<file path="config.mk">
export PLATFORM = sky130hd
export DESIGN_NAME = length_prefixed_deframer_core
export DESIGN_NICKNAME = d
export VERILOG_FILES = /design/src/design/lpd_pkg.sv /design/src/design/length_prefixed_deframer_core.sv
export SDC_FILE = /design/constraint.sdc
export NUM_CORES = 1
export LEC_CHECK = 0
export BUFFER_PORTS_ARGS = -buffer_cell sky130_fd_sc_hd__buf_2
export CORE_MARGIN = 5
export CORE_UTILIZATION = 45
export DETAILED_ROUTE_END_ITERATION = 12
export SLEW_MARGIN = 15
export SYNTH_ARGS = -nofsm -noshare
export SYNTH_HDL_FRONTEND = slang
export SYNTH_SLANG_ARGS = --single-unit
export TNS_END_PERCENT = 50
</file>
<file path="constraint.sdc">
create_clock -name aclk -period 9.83 [get_ports aclk]
set_input_delay 1.4745 -clock aclk [delete_from_list [all_inputs] [get_ports aclk]]
set_output_delay 1.4745 -clock aclk [all_outputs]
set_load 0.01 [all_outputs]
</file>
<file path="src/design/lpd_pkg.sv">
// Shared types and constants for the length-prefixed deframer.
// Depends on nothing; the deframer core imports it.
package lpd_pkg;

    localparam int unsigned BYTE_W = 8;
    localparam int unsigned WORD_W = 16;

    // Header: 16-bit length then 16-bit endpoint, both big-endian.
    localparam int unsigned HDR_BYTES = 4;
    localparam int unsigned HDR_CNT_W = $clog2(HDR_BYTES);
    localparam logic [HDR_CNT_W-1:0] HDR_LEN_HI = HDR_CNT_W'(0);
    localparam logic [HDR_CNT_W-1:0] HDR_LEN_LO = HDR_CNT_W'(1);
    localparam logic [HDR_CNT_W-1:0] HDR_EP_HI  = HDR_CNT_W'(2);
    localparam logic [HDR_CNT_W-1:0] HDR_EP_LO  = HDR_CNT_W'(3);

    localparam logic [WORD_W-1:0] MAX_LEN_RESET = WORD_W'(8 * 1024);

    // Result status codes, carried on tuser.
    localparam logic STATUS_PAYLOAD   = 1'b0;
    localparam logic STATUS_OVERSIZED = 1'b1;

    // One result transaction as packed on the master-side tdata.
    typedef struct packed {
        logic [WORD_W-1:0] frame_length;
        logic [WORD_W-1:0] frame_endpoint;
        logic [BYTE_W-1:0] payload_byte;
    } lpd_result_t;

    localparam int unsigned RESULT_W = $bits(lpd_result_t);

endpackage

</file>
<file path="src/design/length_prefixed_deframer_core.sv">
// Length-prefixed deframer core: splits a byte stream into framed payload bytes.
// Depends on lpd_pkg for field widths, header byte codes and the result layout.
//
// The slave-side channel carries one received byte per transaction; s_tlast marks
// the last byte the link currently has buffered. Each frame opens with a four-byte
// header, a big-endian payload length and then a big-endian endpoint number. The
// master-side channel emits one transaction per payload byte, tagged with the
// frame's endpoint and length; m_tlast marks the final byte of a frame and m_tuser
// is zero. A zero-length header produces nothing. A length above the configured
// maximum produces one transaction with m_tuser set and a zero data byte, after
// which input bytes are dropped up to and including the next byte with s_tlast set.
// The cfg channel writes the maximum payload length (8192 after reset); write it
// only while no transaction is in flight.
// Timing: an accepted byte is decoded from the input register and its result is
//   registered in the output register that drives m_tvalid. One byte is accepted
//   every cycle while s_tready stays high.
// Reset (synchronous aresetn) clears both valid flags and restarts header parsing.
// When m_tready is low the pending result holds; bytes that give no result keep
// flowing, and s_tready drops while a byte that needs a result waits behind it.
module length_prefixed_deframer_core
    import lpd_pkg::*;
(
    input  logic                aclk,
    input  logic                aresetn,

    // Received bytes.
    input  logic                s_tvalid,
    output logic                s_tready,
    input  logic [BYTE_W-1:0]   s_tdata,    // [7:0] rx_byte
    input  logic                s_tlast,    // burst_end

    // Deframed payload bytes and error reports.
    output logic                m_tvalid,
    input  logic                m_tready,
    output logic [RESULT_W-1:0] m_tdata,    // [7:0] payload_byte, [23:8] frame_endpoint,
                                            // [39:24] frame_length
    output logic                m_tlast,    // is_last
    output logic                m_tuser,    // status

    // Maximum payload length register.
    input  logic                cfg_valid,
    output logic                cfg_ready,
    input  logic [WORD_W-1:0]   cfg_data
);

    localparam logic [1:0] PH_HEADER  = 2'd0;
    localparam logic [1:0] PH_PAYLOAD = 2'd1;
    localparam logic [1:0] PH_DISCARD = 2'd2;

    // Configuration register.
    logic [WORD_W-1:0] max_len_reg;

    // Input register.
    logic              in_valid_reg;
    logic [BYTE_W-1:0] in_byte_reg;
    logic              in_last_reg;

    // Parser state.
    logic [1:0]           phase_reg,    phase_next;
    logic [HDR_CNT_W-1:0] hdr_cnt_reg,  hdr_cnt_next;
    logic [WORD_W-1:0]    length_reg,   length_next;
    logic [WORD_W-1:0]    endpoint_reg, endpoint_next;
    logic [WORD_W-1:0]    left_reg,     left_next;

    // Output register.
    logic        out_valid_reg;
    lpd_result_t out_data_reg;
    logic        out_last_reg;
    logic        out_status_reg;

    // Decode results for the byte in the input register.
    logic        produce;
    lpd_result_t res_data;
    logic        res_last;
    logic        res_status;

    logic out_free;
    logic advance;
    logic in_take;

    assign cfg_ready = 1'b1;

    always_comb begin
        phase_next    = phase_reg;
        hdr_cnt_next  = hdr_cnt_reg;
        length_next   = length_reg;
        endpoint_next = endpoint_reg;
        left_next     = left_reg;
        produce       = 1'b0;
        res_last      = 1'b0;
        res_status    = STATUS_PAYLOAD;
        res_data.payload_byte = in_byte_reg;

        case (phase_reg)
            PH_DISCARD: begin
                if (in_last_reg) begin
                    phase_next = PH_HEADER;
                end
            end
            PH_PAYLOAD: begin
                produce  = 1'b1;
                res_last = (left_reg <= WORD_W'(1));
                if (res_last) begin
                    left_next  = '0;
                    phase_next = PH_HEADER;
                end else begin
                    left_next = left_reg - WORD_W'(1);
                end
            end
            default: begin
                // Header bytes; the unused phase code is handled the same way.
                phase_next   = PH_HEADER;
                hdr_cnt_next = hdr_cnt_reg + HDR_CNT_W'(1);
                case (hdr_cnt_reg)
                    HDR_LEN_HI: length_next   = {in_byte_reg, length_reg[BYTE_W-1:0]};
                    HDR_LEN_LO: length_next   = {length_reg[WORD_W-1:BYTE_W], in_byte_reg};
                    HDR_EP_HI:  endpoint_next = {in_byte_reg, endpoint_reg[BYTE_W-1:0]};
                    default:    endpoint_next = {endpoint_reg[WORD_W-1:BYTE_W], in_byte_reg};
                endcase
                if (hdr_cnt_reg == HDR_EP_LO && length_next != '0) begin
                    if (length_next > max_len_reg) begin
                        // Oversized frame: report once, then drop the rest of the burst
                        // unless this byte already ended it.
                        produce               = 1'b1;
                        res_status            = STATUS_OVERSIZED;
                        res_data.payload_byte = '0;
                        phase_next            = in_last_reg ? PH_HEADER : PH_DISCARD;
                    end else begin
                        left_next  = length_next;
                        phase_next = PH_PAYLOAD;
                    end
                end
            end
        endcase

        res_data.frame_endpoint = endpoint_next;
        res_data.frame_length   = length_next;
    end

    assign out_free = !out_valid_reg || m_tready;
    assign advance  = in_valid_reg && (!produce || out_free);
    assign s_tready = !in_valid_reg || advance;
    assign in_take  = s_tvalid && s_tready;

    always_ff @(posedge aclk) begin
        if (!aresetn) begin
            max_len_reg   <= MAX_LEN_RESET;
            in_valid_reg  <= 1'b0;
            out_valid_reg <= 1'b0;
            phase_reg     <= PH_HEADER;
            hdr_cnt_reg   <= '0;
            length_reg    <= '0;
            endpoint_reg  <= '0;
            left_reg      <= '0;
        end else begin
            if (cfg_valid && cfg_ready) begin
                max_len_reg <= cfg_data;
            end

            if (in_take) begin
                in_valid_reg <= 1'b1;
            end else if (advance) begin
                in_valid_reg <= 1'b0;
            end

            if (advance) begin
                phase_reg    <= phase_next;
                hdr_cnt_reg  <= hdr_cnt_next;
                length_reg   <= length_next;
                endpoint_reg <= endpoint_next;
                left_reg     <= left_next;
            end

            if (out_free) begin
                out_valid_reg <= advance && produce;
            end
        end
    end

    // Payload registers carry no reset.
    always_ff @(posedge aclk) begin
        if (in_take) begin
            in_byte_reg <= s_tdata;
            in_last_reg <= s_tlast;
        end
        if (out_free && advance && produce) begin
            out_data_reg   <= res_data;
            out_last_reg   <= res_last;
            out_status_reg <= res_status;
        end
    end

    assign m_tvalid = out_valid_reg;
    assign m_tdata  = out_data_reg;
    assign m_tlast  = out_last_reg;
    assign m_tuser  = out_status_reg;

endmodule

</file>
Word level (Yosys, flattened, before mapping). Cells that the tools add are included.

Reductions and logical operators: 21. Magnitude comparators: 2. Eq/ne operators: 8. Multiplexer cells: 23. $add $sub $neg: 2. Bitwise gates (word level): 2.

Operators with widths (count): $mux W16 (6); $pmux W16 S2 (3); $mux W8 (3); $gt A16 B16 Y1 (1); $le A16 B1 Y1 const B (1); $reduce_bool A16 Y1 (1); $sub A16 B1 Y16 const B (1); $mux W2 (5); $eq A2 B2 Y1 const B (3); $logic_and A1 B1 Y1 (6); $eq A2 B1 Y1 const B (2); $mux W1 (4); $ne A2 B2 Y1 const B (2); $pmux W2 S2 (1); $reduce_and A4 Y1 (1); $reduce_bool A2 Y1 (2); $reduce_or A2 Y1 (2); $logic_not A1 Y1 (3); $logic_or A1 B1 Y1 (3); $reduce_and A3 Y1 (1); $add A2 B1 Y2 const B (1); $logic_not A2 Y1 (1); $ne A2 B1 Y1 const B (1); $not A1 Y1 (2); 2 further kinds (2).

Word-level logic and storage cells: 73. Register bits after elaboration: 121. Bits of input ports: 30.

Logic depth before layout (Yosys ltp).
Depth in word-level cells: 13. Depth in mapped cells: 16. Mapped depth without buffers: 13.

Worst setup path before layout. No wires, ideal clock.

Kind: register to register. Start: reg hdr_cnt_reg[0]. End: reg out_data_reg (netlist bit m_tdata[0]), enable pin. Data required time: 9373 ps. Path buffers: 3. Arrival time: 4846 ps. Setup slack: 4527 ps. Stages on the path, launching flop included: 15. Cells stage by stage: dfxtp_1 > inv_1 > ha_1 > buf_2 > buf_1 > a22oi_1 > inv_1 > ha_1 > nand3_1 > nor4_1 > o21ai_0 > a31o_2 > nand3b_1 > clkbuf_1 > a21oi_1.

Word-level cells in the longest chain between the ends: 12. Elaborated cells on any way between the ends: 16. Classes of those cells: 1 x order compare; 2 x eq/ne; 5 x mux; 8 x reduce/logical.

RTL lines: from (decl) (line length_prefixed_deframer_core.sv:60) `logic [HDR_CNT_W-1:0] hdr_cnt_reg, hdr_cnt_next;`; from (signal assigned) (line length_prefixed_deframer_core.sv:168) `hdr_cnt_reg <= hdr_cnt_next;`; $eq A2 B1 Y1 or $logic_not A2 Y1 (tied branches) (line length_prefixed_deframer_core.sv:114) `case (hdr_cnt_reg)`; $pmux W16 S2 (line length_prefixed_deframer_core.sv:114); $mux W16 (line length_prefixed_deframer_core.sv:94) `case (phase_reg)`; $gt A16 B16 Y1 or $reduce_bool A16 Y1 (tied branches) (line length_prefixed_deframer_core.sv:121, length_prefixed_deframer_core.sv:120); $mux W1 or $logic_and A1 B1 Y1 (tied branches) (line length_prefixed_deframer_core.sv:121, length_prefixed_deframer_core.sv:120); $mux W1 (*) (line length_prefixed_deframer_core.sv:120) `if (hdr_cnt_reg == HDR_EP_LO && length_next != '0) begin`; $pmux W1 S2 (*) (line length_prefixed_deframer_core.sv:94); $logic_not A1 Y1 (line length_prefixed_deframer_core.sv:141) `assign advance = in_valid_reg && (!produce || out_free);`; $logic_or A1 B1 Y1 (line length_prefixed_deframer_core.sv:141); $logic_and A1 B1 Y1 (line length_prefixed_deframer_core.sv:141); $logic_and A1 B1 Y1 (line length_prefixed_deframer_core.sv:186) `if (out_free && advance && produce) begin`; $logic_and A1 B1 Y1 (*) (line length_prefixed_deframer_core.sv:186); to (signal assigned) (line length_prefixed_deframer_core.sv:187) `out_data_reg <= res_data;`; to (decl) (line length_prefixed_deframer_core.sv:67) `lpd_result_t out_data_reg;`.

Every way passes the cells marked *; elsewhere a longest branch is shown, timed or not. The select of a mux whose other input is x is not followed. A chain may end at the register's enable or synchronous reset.

Worst setup path in the final report.
Start: reg hdr_cnt_reg[0]. End: out s_tready.

Word-level cells in the longest chain between the ends: 11. Elaborated cells on any way between the ends: 15. Classes of those cells: 1 x order compare; 2 x eq/ne; 5 x mux; 7 x reduce/logical.

RTL lines: $eq A2 B1 Y1 or $logic_not A2 Y1 (tied branches) (line length_prefixed_deframer_core.sv:114); $pmux W16 S2 (line length_prefixed_deframer_core.sv:114); $mux W16 (line length_prefixed_deframer_core.sv:94); $gt A16 B16 Y1 or $reduce_bool A16 Y1 (tied branches) (line length_prefixed_deframer_core.sv:121, length_prefixed_deframer_core.sv:120); $mux W1 or $logic_and A1 B1 Y1 (tied branches) (line length_prefixed_deframer_core.sv:121, length_prefixed_deframer_core.sv:120); $mux W1 (*) (line length_prefixed_deframer_core.sv:120); $pmux W1 S2 (*) (line length_prefixed_deframer_core.sv:94); $logic_not A1 Y1 (*) (line length_prefixed_deframer_core.sv:141); $logic_or A1 B1 Y1 (*) (line length_prefixed_deframer_core.sv:141); $logic_and A1 B1 Y1 (*) (line length_prefixed_deframer_core.sv:141); $logic_or A1 B1 Y1 (*) (line length_prefixed_deframer_core.sv:142) `assign s_tready = !in_valid_reg || advance;`; to (decl) (line length_prefixed_deframer_core.sv:28) `output logic s_tready,`.

Marked as above.

==> results_dict.tcl <==
set metrics [dict create \
    synth_flop_cell "dfxtp_1" \
    avgSynthCellArea_um2 9.28 \
    clock_sinks 121 \
    nets 752 \
    post-cts-setup-buffers 0 \
    fin_ws_ns 3.46 \
    vias_per_cell 5.67 \
    first_pass_iters 5 \
    insertion_delay_ns 0.42 \
    dp_hpwl_um 11200 \
    syn2layout_area_growth_pct 18.0 \
    yosysSeqAreaShare 0.493 \
    fin_crit_ns 6.37 \
    p_clk_frac 0.466 \
    grt_pass1_vias 4874 \
    ir_drop_mv 0.0803 \
    routed_wl_um 16100 \
    syn_area_mm2 0.00595 \
    drv_cap 0 \
    finalSetupViolations 0 \
    finalHoldViolations 0 \
    setup_tns_ns 0 \
    netlist_instances 641 \
    io_pins 75 \
    p_sw_frac 0.239 \
    core_mm2 0.0131 \
    synth_edf_count 51 \
    drive_above_1_share 0.182 \
    path_clk_slew_ns 0.05 \
    ys_types 58 \
    arrival_ns 4.89 \
    die_y_um 125 \
    largest_reg_flops 40 \
    grt_overflow 0 \
    grt_max_degree 61 \
    yosys_warnings 0 \
    h-tree-depth 4 \
    crit_required_ns 8.36 \
    placementRows 42 \
    sequentialPowerShare 0.433 \
    status "completed" \
    maxSlewViolCount 0 \
    path_class "reg2out" \
    post_cts_resized 0 \
    postCtsHoldBufs 0 \
    gp_congestion 0.917 \
    path_max_fanout 22 \
    cts_tree "yes" \
    timing.clock.skew_ns 0.00792 \
    fp.dieArea_mm2 0.0156 \
    leakage_uw 0.00285 \
    wl_per_cell_um 18.2 \
    cp-end-kind "output pin" \
    power.switching_uw 308 \
    fmax_ghz 0.157 \
    hp-class "reg2reg" \
    hold_ws_ns 0.496 \
    cts_buffer_depth 2 \
    async_reset_ff_frac 0 \
    die_w_um 125 \
    cp-start-kind "flop" \
    drcViolationCount 0 \
    start_util 0.454 \
    synth_fp_nets 696 \
    groute.usage.overall 0.206 \
    dpl_worst_slack_ns 3.98 \
    antenna_found_initial 0 \
    cts_buffers 17 \
    root_buffer "clkbuf_16" \
    drtAntennaViolNets 0 \
    period_share 0.648 \
    worst_pin_slew_ns 0.916 \
    power.total_uw 1290 \
    portBuffers 73 \
    grt_setup_unrepaired "no" \
    via_count 5025 \
    p_int_uw 982 \
    p_comb_frac 0.101 \
    synth_seq_cells 121 \
    max_slew_margin 0.388 \
    power_per_cell_area_mw_per_mm2 184 \
    grt_pass1_wl_um 25400 \
    antenna_cells 0 \
    drtIter0Drc 484 \
]
final cells by class:
type	count	area, um2
Clock inverter	9	100
Tap cell	176	220
Multi-Input combinational cell	433	2700
Sequential cell	121	2930
Timing Repair Buffer	80	418
Clock buffer	23	478
Fill cell	1207	6070
Inverter	44	165
layer usage:
layer,global-route usage,share of wire,up-vias
met2,0.339,0.49,187
met4,0.0816,0.024,0
li1,-,-,2413
met3,0.0665,0.069,26
met1,0.251,0.41,2399
met5,0,0,-
path summary, 6_finish.rpt:
| check | startpoint | end | slack, ns | cells after the start |
|---|---|---|---|---|
| max | hdr_cnt_reg[0] | s_tready | 3.46 | 14 |
| min | max_len_reg[12] | max_len_reg[12] | 0.50 | 2 |
| max reg2reg | hdr_cnt_reg[0] | left_reg[8] | 4.49 | 14 |
| min reg2reg | max_len_reg[12] | max_len_reg[12] | 0.50 | 2 |
placed cells by master (no fill, tap or decap), types with 3 or more instances in the layout:
| cell | n |
|---|---|
| or3_1 | 4 |
| o21a_1 | 3 |
| dfxtp_1 | 70 |
| nor2b_1 | 5 |
| inv_1 | 43 |
| nor4b_1 | 3 |
| nand3_1 | 10 |
| and2_1 | 11 |
| clkinvlp_4 | 3 |
| a22oi_1 | 16 |
| nand4_1 | 6 |
| clkbuf_1 | 3 |
| buf_2 | 73 |
| nor2_1 | 80 |
| a31o_2 | 10 |
| edfxtp_1 | 51 |
| buf_4 | 7 |
| a31oi_1 | 8 |
| or2_2 | 3 |
| a22o_1 | 16 |
| o21ai_0 | 15 |
| clkinv_1 | 3 |
| ha_1 | 25 |
| a21oi_1 | 51 |
| nand2b_1 | 5 |
| nand2_1 | 49 |
| nor3_1 | 36 |
| xnor2_1 | 3 |
| o22a_1 | 4 |
| mux2i_1 | 15 |
| o22ai_1 | 8 |
| clkbuf_8 | 3 |
| a21o_1 | 4 |
| clkbuf_16 | 17 |
| nor4_1 | 3 |
| o32ai_1 | 5 |
| a211oi_1 | 4 |
worst max-delay path, cell delays in order (launching register included):
cell and delay (ns):
dfxtp_1 0.33, inv_1 0.13, ha_1 0.67, nand2b_1 0.46, a22oi_1 0.41, inv_1 0.08, ha_1 0.30, nand3_1 0.12
nor4_1 0.37, o21ai_0 0.19, a31o_2 0.26, nand3b_1 0.50, a21oi_1 0.43, inv_1 0.08, buf_2 0.14
synthesized netlist by cell type, types with 5 or more instances:
master	count	area (um2)
a31o_2	10	87.6
and2_1	11	68.8
o32ai_1	5	43.8
a22oi_1	16	120
a22o_1	16	140
dfxtp_1	70	1400
nand2b_1	5	31.3
edfxtp_1	51	1530
a31oi_1	9	56.3
nor2_1	80	300
nand4_1	6	37.5
o22ai_1	8	50.1
clkbuf_1	31	116
buf_1	7	26.3
nor3_1	36	180
inv_1	43	161
nor2b_1	5	31.3
nand3_1	10	50.1
mux2i_1	15	150
o21ai_0	15	75.1
ha_1	25	313
nand2_1	49	184
a21oi_1	52	260
power by group through the flow:
stage          sequential, uW  combinational, uW  clock (uW)
2_1_floorplan             559               97.0           0
3_3_place_gp              568                124           0
3_5_place_dp              569                128           0
4_1_cts                   558                129         614
5_1_grt                   560                144         639
6_report                  559                130         601
through the flow:
step	util	instance area [um2]	cells
floorplan	-	5950	641
finish	0.536	7020	886
global route	0.536	7020	886
detailed placement	0.492	6440	854
CTS	0.536	7020	886
global placement	0.492	6440	854
kinds of logic after synthesis:
logic type	synth area share
simple gates	0.180
xor+xnor	0.00737
mux	0.0253
other cells	0.000631
flops	0.493
compound gates	0.185
buf+inv	0.0564
fa+ha+maj	0.0526
Power figures use the tool's default switching activity.
